<file path="src/rtl/arc_pkg.sv">
// arc_pkg: shared widths, codes and result structs for the range coalescer.
// No dependencies; used by every file under rtl/.
package arc_pkg;

  localparam int POS_WIDTH      = 48;   // start / extent width
  localparam int TOTAL_WIDTH    = 31;   // run lengths, totals, tallies
  localparam int LEN_WIDTH      = 32;   // signed count on the input
  localparam int OUT_WIDTH      = 31;   // width of the total ports
  localparam int CODE_WIDTH     = 3;
  localparam int CFG_IDX_WIDTH  = 1;
  localparam int CFG_DATA_WIDTH = POS_WIDTH;
  // range ends never wrap: wide enough for start + count
  localparam int END_WIDTH      = ((POS_WIDTH > LEN_WIDTH - 1) ? POS_WIDTH : LEN_WIDTH - 1) + 1;
  localparam int SUM_WIDTH      = LEN_WIDTH + 1;

  localparam int FIFO_DEPTH     = 4;
  localparam int FIFO_IDX_WIDTH = $clog2(FIFO_DEPTH);
  localparam int FIFO_CNT_WIDTH = $clog2(FIFO_DEPTH + 1);

  localparam logic [TOTAL_WIDTH-1:0] TOT_MAX = '1;

  typedef enum logic [CODE_WIDTH-1:0] {
    ERR_OK            = 3'd0,
    ERR_NEG_COUNT     = 3'd1,
    ERR_START_LOW     = 3'd2,
    ERR_NOT_ASCENDING = 3'd3,
    ERR_BEYOND_EXTENT = 3'd4,
    ERR_TOO_LARGE     = 3'd5
  } err_code_t;

  typedef enum logic [CFG_IDX_WIDTH-1:0] {
    CFG_EXTENT    = 1'b0,
    CFG_UNBOUNDED = 1'b1
  } cfg_idx_t;

  typedef struct packed {
    logic [POS_WIDTH-1:0]   run_start;
    logic [TOTAL_WIDTH-1:0] run_length;
    err_code_t              error_code;
    logic [TOTAL_WIDTH-1:0] selected_total;
    logic [TOTAL_WIDTH-1:0] runs_total;
    logic [TOTAL_WIDTH-1:0] items_seen;
    logic                   final_res;
  } result_t;

  // up to two results per request; res0 is always filled first
  typedef struct packed {
    logic    push0;
    logic    push1;
    result_t res0;
    result_t res1;
  } push_t;

endpackage

</file>
<file path="src/rtl/arc_core.sv">
// arc_core: input register, list state and the per-request checks and merge.
// Depends on arc_pkg.
module arc_core (
  input  logic                           clk,
  input  logic                           rst_n,
  input  logic                           in_valid,
  output logic                           in_ready,
  input  logic [arc_pkg::POS_WIDTH-1:0]  in_range_start,
  input  logic signed [arc_pkg::LEN_WIDTH-1:0] in_range_length,
  input  logic                           in_list_end,
  input  logic [arc_pkg::POS_WIDTH-1:0]  extent,
  input  logic                           extent_unbounded,
  input  logic                           room,
  output arc_pkg::push_t                 push
);

  logic                               in_valid_r;
  logic [arc_pkg::POS_WIDTH-1:0]      start_r;
  logic [arc_pkg::LEN_WIDTH-1:0]      len_r;
  logic                               last_r;

  logic [arc_pkg::END_WIDTH-1:0]      nexp_r, nexp_nxt;
  logic [arc_pkg::POS_WIDTH-1:0]      ors_r, ors_nxt;
  logic [arc_pkg::TOTAL_WIDTH-1:0]    orl_r, orl_nxt;
  logic [arc_pkg::TOTAL_WIDTH-1:0]    sum_r, sum_nxt;
  logic [arc_pkg::TOTAL_WIDTH-1:0]    runs_r, runs_nxt;
  logic [arc_pkg::TOTAL_WIDTH-1:0]    items_r, items_nxt;
  logic                               err_lat_r, err_lat_nxt;

  logic                               fire;
  logic                               neg;
  logic [arc_pkg::LEN_WIDTH-2:0]      len_mag;
  logic [arc_pkg::TOTAL_WIDTH-1:0]    len_t;
  logic [arc_pkg::END_WIDTH-1:0]      start_ext, len_ext, end_v, nexp_v;
  logic [arc_pkg::SUM_WIDTH-1:0]      sum_ext;
  logic [arc_pkg::TOTAL_WIDTH-1:0]    items_inc;
  arc_pkg::err_code_t                 code;

  assign fire     = in_valid_r && room;
  assign in_ready = !in_valid_r || fire;

  always_ff @(posedge clk) begin
    if (!rst_n) begin
      in_valid_r <= 1'b0;
    end else if (in_ready) begin
      in_valid_r <= in_valid;
    end
  end

  always_ff @(posedge clk) begin
    if (in_valid && in_ready) begin
      start_r <= in_range_start;
      len_r   <= in_range_length;
      last_r  <= in_list_end;
    end
  end

  // range checks
  always_comb begin
    neg       = len_r[arc_pkg::LEN_WIDTH-1];
    len_mag   = len_r[arc_pkg::LEN_WIDTH-2:0];
    len_t     = arc_pkg::TOTAL_WIDTH'(len_mag);
    start_ext = arc_pkg::END_WIDTH'(start_r);
    len_ext   = arc_pkg::END_WIDTH'(len_mag);
    nexp_v    = start_ext + len_ext;
    end_v     = nexp_v - arc_pkg::END_WIDTH'(1);
    sum_ext   = arc_pkg::SUM_WIDTH'(sum_r) + arc_pkg::SUM_WIDTH'(len_mag);
    items_inc = (items_r != arc_pkg::TOT_MAX) ? items_r + arc_pkg::TOTAL_WIDTH'(1) : items_r;

    code = arc_pkg::ERR_OK;
    if (neg) begin
      code = arc_pkg::ERR_NEG_COUNT;
    end else if (len_mag != '0) begin
      if (start_r == '0) begin
        code = arc_pkg::ERR_START_LOW;
      end else if (start_ext < nexp_r) begin
        code = arc_pkg::ERR_NOT_ASCENDING;
      end else if (!extent_unbounded && end_v > arc_pkg::END_WIDTH'(extent)) begin
        code = arc_pkg::ERR_BEYOND_EXTENT;
      end else if (sum_ext > arc_pkg::SUM_WIDTH'(arc_pkg::TOT_MAX)) begin
        code = arc_pkg::ERR_TOO_LARGE;
      end
    end
  end

  // merge, results and next list state
  always_comb begin
    nexp_nxt    = nexp_r;
    ors_nxt     = ors_r;
    orl_nxt     = orl_r;
    sum_nxt     = sum_r;
    runs_nxt    = runs_r;
    items_nxt   = items_r;
    err_lat_nxt = err_lat_r;
    push        = '0;

    if (fire) begin
      if (err_lat_r) begin
        // draining the rest of a failed list
        if (last_r) begin
          err_lat_nxt = 1'b0;
          nexp_nxt = '0; ors_nxt = '0; orl_nxt = '0;
          sum_nxt = '0; runs_nxt = '0; items_nxt = '0;
        end
      end else if (code != arc_pkg::ERR_OK) begin
        push.push0               = 1'b1;
        push.res0.error_code     = code;
        push.res0.selected_total = sum_r;
        push.res0.runs_total     = runs_r;
        push.res0.items_seen     = items_inc;
        push.res0.final_res      = 1'b1;
        if (last_r) begin
          nexp_nxt = '0; ors_nxt = '0; orl_nxt = '0;
          sum_nxt = '0; runs_nxt = '0; items_nxt = '0;
        end else begin
          items_nxt   = items_inc;
          err_lat_nxt = 1'b1;
        end
      end else begin
        items_nxt = items_inc;
        if (len_mag != '0) begin
          if (runs_r != '0 && start_ext == nexp_r) begin
            orl_nxt = orl_r + len_t;
          end else begin
            if (runs_r != '0) begin
              // previous run is closed
              push.push0           = 1'b1;
              push.res0.run_start  = ors_r;
              push.res0.run_length = orl_r;
              push.res0.error_code = arc_pkg::ERR_OK;
            end
            ors_nxt  = start_r;
            orl_nxt  = len_t;
            runs_nxt = runs_r + arc_pkg::TOTAL_WIDTH'(1);
          end
          nexp_nxt = nexp_v;
          sum_nxt  = sum_r + len_t;
        end
        if (last_r) begin
          if (push.push0) begin
            push.push1               = 1'b1;
            push.res1.run_start      = ors_nxt;
            push.res1.run_length     = orl_nxt;
            push.res1.error_code     = arc_pkg::ERR_OK;
            push.res1.selected_total = sum_nxt;
            push.res1.runs_total     = runs_nxt;
            push.res1.items_seen     = items_nxt;
            push.res1.final_res      = 1'b1;
          end else begin
            push.push0               = 1'b1;
            push.res0.run_start      = ors_nxt;
            push.res0.run_length     = orl_nxt;
            push.res0.error_code     = arc_pkg::ERR_OK;
            push.res0.selected_total = sum_nxt;
            push.res0.runs_total     = runs_nxt;
            push.res0.items_seen     = items_nxt;
            push.res0.final_res      = 1'b1;
          end
          nexp_nxt = '0; ors_nxt = '0; orl_nxt = '0;
          sum_nxt = '0; runs_nxt = '0; items_nxt = '0;
        end
      end
    end
  end

  always_ff @(posedge clk) begin
    if (!rst_n) begin
      nexp_r    <= '0;
      ors_r     <= '0;
      orl_r     <= '0;
      sum_r     <= '0;
      runs_r    <= '0;
      items_r   <= '0;
      err_lat_r <= 1'b0;
    end else begin
      nexp_r    <= nexp_nxt;
      ors_r     <= ors_nxt;
      orl_r     <= orl_nxt;
      sum_r     <= sum_nxt;
      runs_r    <= runs_nxt;
      items_r   <= items_nxt;
      err_lat_r <= err_lat_nxt;
    end
  end

endmodule

</file>
<file path="src/rtl/arc_fifo.sv">
// arc_fifo: small result queue, takes up to two results a cycle, gives one.
// Depends on arc_pkg.
module arc_fifo (
  input  logic             clk,
  input  logic             rst_n,
  input  arc_pkg::push_t   push,
  output logic             room,
  output logic             out_valid,
  input  logic             out_ready,
  output arc_pkg::result_t head
);

  arc_pkg::result_t                     mem_r [arc_pkg::FIFO_DEPTH];
  logic [arc_pkg::FIFO_IDX_WIDTH-1:0]   wr_r, wr_nxt, rd_r, rd_nxt;
  logic [arc_pkg::FIFO_CNT_WIDTH-1:0]   cnt_r, cnt_nxt;
  logic [arc_pkg::FIFO_IDX_WIDTH-1:0]   wr_p1;
  logic                                 pop;

  assign out_valid = cnt_r != '0;
  assign head      = mem_r[rd_r];
  assign pop       = out_valid && out_ready;
  // two free slots needed before the core may fire
  assign room      = cnt_r <= arc_pkg::FIFO_CNT_WIDTH'(arc_pkg::FIFO_DEPTH - 2);
  assign wr_p1     = wr_r + arc_pkg::FIFO_IDX_WIDTH'(1);

  always_comb begin
    wr_nxt  = wr_r + arc_pkg::FIFO_IDX_WIDTH'(push.push0) + arc_pkg::FIFO_IDX_WIDTH'(push.push1);
    rd_nxt  = rd_r + arc_pkg::FIFO_IDX_WIDTH'(pop);
    cnt_nxt = cnt_r + arc_pkg::FIFO_CNT_WIDTH'(push.push0)
                    + arc_pkg::FIFO_CNT_WIDTH'(push.push1)
                    - arc_pkg::FIFO_CNT_WIDTH'(pop);
  end

  always_ff @(posedge clk) begin
    if (push.push0) mem_r[wr_r]  <= push.res0;
    if (push.push1) mem_r[wr_p1] <= push.res1;
  end

  always_ff @(posedge clk) begin
    if (!rst_n) begin
      wr_r  <= '0;
      rd_r  <= '0;
      cnt_r <= '0;
    end else begin
      wr_r  <= wr_nxt;
      rd_r  <= rd_nxt;
      cnt_r <= cnt_nxt;
    end
  end

endmodule

</file>
<file path="src/rtl/ascending_range_coalescer.sv">
// ascending_range_coalescer: top level; config registers, core and result queue.
// Depends on arc_pkg, arc_core, arc_fifo.
//
//   channel  | handshake             | payload
//   ---------+-----------------------+---------------------------------------
//   in_      | in_valid / in_ready   | range_start, range_length, list_end
//   out_     | out_valid / out_ready | run, error_code, totals, final_res
//   cfg_     | cfg_we (no wait)      | cfg_index, cfg_wdata
//
// One request per cycle sustained while the result queue has room; a result passes
// the input register, then the result queue, before out_valid.
// A request can yield two results (closed run plus list total); the queue
// holds four results, and the core fires only with two slots free.
// out_ready low fills the queue and then holds in_ready low.
// Reset is synchronous: list state, queue pointers and config clear at once;
// no clearing pass.
module ascending_range_coalescer (
  input  logic                                clk,
  input  logic                                rst_n,
  // request channel
  input  logic                                in_valid,
  output logic                                in_ready,
  input  logic [arc_pkg::POS_WIDTH-1:0]       in_range_start,
  input  logic signed [arc_pkg::LEN_WIDTH-1:0] in_range_length,
  input  logic                                in_list_end,
  // result channel
  output logic                                out_valid,
  input  logic                                out_ready,
  output logic [arc_pkg::POS_WIDTH-1:0]       out_run_start,
  output logic [arc_pkg::OUT_WIDTH-1:0]       out_run_length,
  output logic [arc_pkg::CODE_WIDTH-1:0]      out_error_code,
  output logic [arc_pkg::OUT_WIDTH-1:0]       out_selected_total,
  output logic [arc_pkg::OUT_WIDTH-1:0]       out_runs_total,
  output logic [arc_pkg::OUT_WIDTH-1:0]       out_items_seen,
  output logic                                out_final_res,
  // configuration writes
  input  logic                                cfg_we,
  input  logic [arc_pkg::CFG_IDX_WIDTH-1:0]   cfg_index,
  input  logic [arc_pkg::CFG_DATA_WIDTH-1:0]  cfg_wdata
);

  logic [arc_pkg::POS_WIDTH-1:0] extent_r;
  logic                          unbounded_r;
  logic                          fifo_room;
  arc_pkg::push_t                push;
  arc_pkg::result_t              head;

  // config registers; the user must write them only while idle, the block does not enforce it
  always_ff @(posedge clk) begin
    if (!rst_n) begin
      extent_r    <= '0;
      unbounded_r <= 1'b0;
    end else if (cfg_we) begin
      unique case (arc_pkg::cfg_idx_t'(cfg_index))
        arc_pkg::CFG_EXTENT:    extent_r    <= cfg_wdata[arc_pkg::POS_WIDTH-1:0];
        arc_pkg::CFG_UNBOUNDED: unbounded_r <= cfg_wdata[0];
        default: ;
      endcase
    end
  end

  // checks, merge and per-list tallies
  arc_core u_core (
    .clk             (clk),
    .rst_n           (rst_n),
    .in_valid        (in_valid),
    .in_ready        (in_ready),
    .in_range_start  (in_range_start),
    .in_range_length (in_range_length),
    .in_list_end     (in_list_end),
    .extent          (extent_r),
    .extent_unbounded(unbounded_r),
    .room            (fifo_room),
    .push            (push)
  );

  // result queue decouples the two channels
  arc_fifo u_fifo (
    .clk      (clk),
    .rst_n    (rst_n),
    .push     (push),
    .room     (fifo_room),
    .out_valid(out_valid),
    .out_ready(out_ready),
    .head     (head)
  );

  assign out_run_start      = head.run_start;
  assign out_run_length     = arc_pkg::OUT_WIDTH'(head.run_length);
  assign out_error_code     = head.error_code;
  assign out_selected_total = arc_pkg::OUT_WIDTH'(head.selected_total);
  assign out_runs_total     = arc_pkg::OUT_WIDTH'(head.runs_total);
  assign out_items_seen     = arc_pkg::OUT_WIDTH'(head.items_seen);
  assign out_final_res      = head.final_res;

  // second slot is only used behind the first
  a_push_order: assert property (@(posedge clk) disable iff (!rst_n)
    push.push1 |-> push.push0)
    else $error("second result pushed without first");

  // core never pushes into a queue without two free slots
  a_push_room: assert property (@(posedge clk) disable iff (!rst_n)
    (push.push0 || push.push1) |-> fifo_room)
    else $error("result pushed into full queue");

  // an error always closes the list
  a_err_final: assert property (@(posedge clk) disable iff (!rst_n)
    (out_valid && out_error_code != arc_pkg::ERR_OK) |-> out_final_res)
    else $error("error result without final flag");

  // a closed run carries no error, selected total or item count
  a_run_clean: assert property (@(posedge clk) disable iff (!rst_n)
    (out_valid && !out_final_res) |->
      (out_error_code == arc_pkg::ERR_OK && out_selected_total == '0 &&
       out_items_seen == '0))
    else $error("intermediate run result carries totals");

endmodule

</file>
<file path="config.mk">
export PLATFORM = sky130hd
export DESIGN_NAME = ascending_range_coalescer
export DESIGN_NICKNAME = d
export VERILOG_FILES = /design/src/rtl/arc_pkg.sv /design/src/rtl/arc_core.sv /design/src/rtl/arc_fifo.sv /design/src/rtl/ascending_range_coalescer.sv
export SDC_FILE = /design/constraint.sdc
export NUM_CORES = 2
export LEC_CHECK = 0
export BUFFER_PORTS_ARGS = -buffer_cell sky130_fd_sc_hd__buf_2
export CELL_PAD_IN_SITES_DETAIL_PLACEMENT = 1
export CELL_PAD_IN_SITES_GLOBAL_PLACEMENT = 1
export CORE_ASPECT_RATIO = 1.75
export CORE_MARGIN = 3
export CORE_UTILIZATION = 40
export DETAILED_ROUTE_END_ITERATION = 12
export GPL_TIMING_DRIVEN = 0
export PLACE_DENSITY = 0.78
export REMOVE_ABC_BUFFERS = 1
export SLEW_MARGIN = 20
export SYNTH_ARGS = -nofsm -noshare
export SYNTH_HDL_FRONTEND = slang
export SYNTH_SLANG_ARGS = --single-unit
</file>
<file path="constraint.sdc">
create_clock -name clk -period 16.2 [get_ports clk]
set_clock_uncertainty 0.1 [all_clocks]
set_input_delay 3.24 -clock clk [delete_from_list [all_inputs] [get_ports clk]]
set_output_delay 3.24 -clock clk [all_outputs]
set_load 0.005 [all_outputs]
</file>
# After elaboration in Yosys (flattened, before gate mapping)
# Memories as Yosys holds them, arrays and structs flattened. A register that Yosys moved wholly into a read port is not among the register bits.
# Index checks and enable logic that the tools add are counted.
[totals]
reg_bits = 360
ramBits = 704
in_bits = 135
output_inout_bits = 178
wordCells = 122
n_memories = 1
[memory_table]
columns = ["name", "words", "width", "read_ports", "rd_clocked_by_memory_dff", "write_ports", "line_no", "rtl"]
rows = [
  ["u_fifo.mem_r", 4, 176, 1, 1, 2, "arc_fifo.sv:13", "arc_pkg::result_t mem_r [arc_pkg::FIFO_DEPTH];"],
]
[op_classes]
add_sub_neg = 14
magnitude_cmp = 4
eq_ne = 3
n_mux = 65
bitwise = 1
reduce_logical = 18
[op_table]
columns = ["cell", "count"]
rows = [
  ["2-to-1 mux 354 bit", 3],
  ["2-to-1 mux 31 bit", 21],
  ["2-to-1 mux 176 bit", 3],
  ["2-to-1 mux 48 bit", 6],
  ["2-to-1 mux 82 bit", 3],
  ["2-to-1 mux 49 bit", 5],
  ["2-to-1 mux 97 bit", 1],
  ["2-to-1 mux 80 bit", 1],
  ["adder 31 x 1 -> 31 bit (second input constant)", 2],
  ["adder 31 bit", 2],
  ["nonzero test 31 bit", 2],
  ["adder 48 x 31 -> 49 bit", 1],
  ["== test 48 x 49 -> 1 bit", 1],
  ["> comparator 49 x 48 -> 1 bit", 1],
  ["< comparator 48 x 49 -> 1 bit", 1],
  ["subtractor 49 x 1 -> 49 bit (second input constant)", 1],
  ["logical NOT 48 bit", 1],
  ["> comparator 33 x 31 -> 1 bit (second input constant)", 1],
  ["adder 31 x 31 -> 32 bit", 1],
  ["!= test 31 bit (second input constant)", 1],
  ["2-to-1 mux 3 bit", 6],
  ["2-to-1 mux 1 bit", 15],
  ["AND reduction 2 bit", 4],
  ["adder 2 x 1 -> 2 bit", 3],
  ["other kinds (12)", 19],
]

# Depth between registers and ports, before layout
[logic_depth]
depth_word = 21
depth_mapped = 39
depth_no_buf = 36

# By module
# Synthesis repeated with hierarchy kept, for this count alone.
[unflattened]
cells_unflattened = 5282
area_unflattened_um2 = 61325.1
[by_module_without_submodules]
columns = ["mod", "n_inst", "cells_per_inst", "area_per_inst_um2", "seq_area_each_um2"]
rows = [
  ["arc_fifo", 1, 1745, 34159.0, 21280.4],
  ["arc_core", 1, 3323, 25195.4, 6896.6],
  ["ascending_range_coalescer", 1, 214, 1970.6, 980.9],
]

# Worst setup path after synthesis
# No wires, ideal clock.
[synth_timing]
kind = "register -> register"
startpoint = "register u_core.len_r[1] (netlist name)"
endpoint = "memory u_fifo.mem_r[3][0] (netlist name), enable pin"
setup_ns = 1.423
arrival_time_ns = 9.643
required_ns = 14.677
slack_ns = 5.034
stages_incl_launch_ff = 30
n_path_buf = 3
synth_period_minus_slack_ns = 11.166
path_cell_list = "edfxtp_1 -> inv_1 -> fa_1 -> nor2b_1 -> o21a_1 -> nor2_1 -> xnor2_1 -> or3_1 -> or3_1 -> nor3_1 -> nand4bb_1 -> or4_1 -> or2_2 -> or3_1 -> xnor2_1 -> ha_1 -> nor2b_1 -> o21ai_0 -> nand2_1 -> nor2b_1 -> o31ai_1 -> o211a_1 -> nand2b_1 -> nor3_1 -> mux2_4 -> buf_8 -> o211ai_4 -> clkbuf_1 -> clkbuf_1 -> nand2_1"
[synth_lines]
columns = ["item", "line_no", "rtl"]
rows = [
  ["start: declaration", "arc_core.sv:19", "logic [arc_pkg::LEN_WIDTH-1:0] len_r;"],
  ["start signal: assignment", "arc_core.sv:53", "len_r <= in_range_length;"],
  ["end: declaration", "arc_fifo.sv:13", ""],
]

==> impl_metrics.csv <==
group,metric,value,unit
status,status,"finished clean",
critical_path,end_kind,"flip-flop",
floorplan,initial_core_util,40.5,%
critical_path,cp_max_fo,55,
power,finalPower,8.20,mW
yosys,synth_async_sr_flop_share,0,%
min_path,hp-class,"reg -> reg",
cts,cts_buffers,104,
sta,whs,0.359,ns
min_path,hp-start,"u_core.nexp_r[29]",
route,drtAntennaViolNets,0,
critical_path,crit_top_cell,"buf_16",
yosys,syn_area,57100,um^2
yosys,synthCells,5240,
yosys,synth_compound_area_share,18.6,%
yosys,synth.area.top_cells,"edfxtp_1, dfxtp_1, mux4_2",
critical_path,crit_required,16.52,ns
min_path,min_to,"u_core.nexp_r[29]",
critical_path,cp-start-kind,"flip-flop",
route,vias,47091,
yosys,synth_common_cells,"edfxtp_1, nand2_1, nor2_1",
floorplan,dieArea,148000,um^2
cts,ctsHoldBuffers,0,
critical_path,r2r_cells,31,
floorplan,rows,182,
sta,finalSetupViolCount,0,
cts,clock-sinks,1064,
sta,hold_viol_final,0,
route,wl_per_cell,29.4,um
yosys,synth_edf_count,773,
cts,cts_resized,0,
global_routing,grt_pass1_wl,317000,um
sta,drv_slew,0,
yosys,ys_seq_area_share,50.8,%
yosys,muxShareOfSynthArea,8.09,%
yosys,synthAdderAreaFrac,4.48,%
global_routing,overflow,0,
global_routing,grt_max_degree,56,
sta,setup_ws,4.65,ns
yosys,syn_area_per_cell,10.9,um^2
sta,grt_setup_unrepaired,"no",
yosys,yosysUniqueCellTypes,100,
place,pre_cts_slack,4.68,ns
floorplan,io_pins,313,
critical_path,reg2reg_slack,4.65,ns
route,first_iter_violations,3670,
yosys,synth_top_area_share,40.6,%
cts,clkLatencyLatePin,0.77,ns
route,routed_wl,215000,um
critical_path,slowest_delay,0.91,ns
yosys,ys_ff_latch,1064,
finish,finalInstanceArea,66200,um^2
global_routing,antenna_found_initial,3,
route,drc_errors,0,
cts,cts.path.max_buffers,3,
floorplan,core_area,141000,um^2
yosys,ys.flop_type,"edfxtp_1",
yosys,synth_top_family_by_area,"compound AO/OA/AOI/OAI gates",
floorplan,die_h,506,um
place,place_congestion,0.923,
critical_path,r2r_start,"u_core.len_r[0]",
global_routing,grt_usage,28.4,%
cts,cts_setup_buffers,0,
route,routed_via_density,6.44,
cts,htree_levels,3,
finish,nets,5719,
critical_path,r2r_end,"u_fifo.mem_r[0][102]",
place,dpl.hpwl,152000,um
finish,syn_to_final_growth,15.8,%
global_routing,grt_pass1_vias,49853,
sta,max_freq,86.6,MHz
min_path,holdPathStages,2,
yosys,synth-xor-area-share,2.48,%
yosys,yosysMostFrequentCell,"edfxtp_1",
place,portBuffers,312,
route,first_pass_iters,5,
critical_path,worst_path_max_delay_cell,"edfxtp_1",
yosys,ys_warn_count,0,
cts,cts_tree,"yes",
place,dpl-instance-area,62400,um^2
cts,root_buffer,"clkbuf_16",
sta,worst_pin_slew,1.18,ns
power,p_leak,22.3,nW
critical_path,critPathArrivalTime,11.86,ns
critical_path,cp-startpoint,"u_core.len_r[0]",
sta,min_period,11.55,ns
floorplan,die_w,292,um
yosys,synth-simple-area-share,11.7,%
critical_path,critPathKind,"reg -> reg",
cts,clk_pin_slew,0.06,ns
sta,min_period_over_period,71.3,%
yosys,yosysTopAreaCell,"edfxtp_1",
job,maxCapViolCount,0,
power,power.density,124,nW/um^2
power,peakVddDrop,0.0953,mV
sta,relSlewSlack,20.8,%
finish,drive_gt1_share,16.8,%
==> metal layers <==
metal,part of all wire [%],track usage (%)
met1,35,30.6
met2,51,51.0
met3,6.8,4.56
met4,7.2,19.1
met5,0,0
==> cell families (layout without fill, tap and decap cells) <==
logic type      after synthesis  after routing
fa+ha+maj                   201            201
mux                         241            241
buf+inv                     533            768
flops                      1064           1064
xor+xnor                    162            162
compound gates             1598           1598
other cells                   0              2
simple gates               1441           1441
==> worst max-delay path by stage <==
stage | endpoint | cells after the start
detailed placement | u_fifo.mem_r[0][141] | 31
CTS | u_fifo.mem_r[0][102] | 31
global placement | u_fifo.mem_r[1][141] | 25
floorplan | u_fifo.mem_r[1][0] | 26
finish | u_fifo.mem_r[0][102] | 31
global route | u_fifo.mem_r[0][102] | 31
==> cell type report <==
cell class,instances,area (um^2)
clock inverter,66,888
clock buffer,132,2860
tap,1840,2300
inverter,134,503
antenna,2,5.00
timing repair buffer,436,4360
fill,15105,75000
multi-input combinational,3643,26200
sequential,1064,29000
==> cell usage in the layout (no fill, tap or decap), types with 23 or more instances in the layout <==
cell type,n
a21o_1,52
nor3_1,42
xor2_1,65
and2_1,51
nand2_1,565
ha_1,195
buf_2,313
nand3_1,91
xnor2_1,97
edfxtp_1,773
a21boi_0,60
a31oi_1,79
nor2b_1,27
nor4_1,39
and3_1,41
o21a_1,35
mux2i_1,64
a22o_1,181
nand4_1,68
a211oi_1,27
clkbuf_16,105
buf_16,80
a311oi_1,29
o22ai_1,305
nor2_1,359
dfxtp_1,289
o21ai_0,334
mux4_2,176
inv_1,134
or2_2,23
o31ai_1,40
a21oi_1,258
==> sequential cells by signal (all words and copies together) (netlist names), 2 cells and up <==
name,flops
extent_r,48
u_core.items_r,31
u_core.len_r,32
u_core.nexp_r,49
u_core.orl_r,31
u_core.ors_r,48
u_core.runs_r,31
u_core.start_r,48
u_core.sum_r,31
u_fifo.cnt_r,3
u_fifo.mem_r,704
u_fifo.rd_r,2
u_fifo.wr_r,2
==> where the power goes <==
group	switching, mW	leakage (nW)	internal (mW)
clock network	1.18	1.81	1.50
registers	0.166	9.19	3.09
logic	1.36	11.3	0.911
==> critical path, delay by kind of cell (launching register included) <==
| kind | cells | cell delay (ns) |
|---|---|---|
| flops | 1 | 0.91 |
| fa+ha+maj | 3 | 0.98 |
| compound gates | 4 | 1.09 |
| simple gates | 15 | 5.78 |
| buf+inv | 6 | 1.41 |
| xor+xnor | 2 | 0.36 |
| mux | 1 | 0.41 |
==> per-stage QoR <==
stage | cells | util (%) | setup TNS, ns
3_3_place_gp | 6993 | 42.0 | -7654.52
6_report | 7317 | 46.9 | 0
3_5_place_dp | 7117 | 44.2 | 0
5_1_grt | 7316 | 46.9 | 0
2_1_floorplan | 4841 | - | 0
4_1_cts | 7315 | 46.9 | 0
No activity file was read; power rests on OpenSTA's default activity.
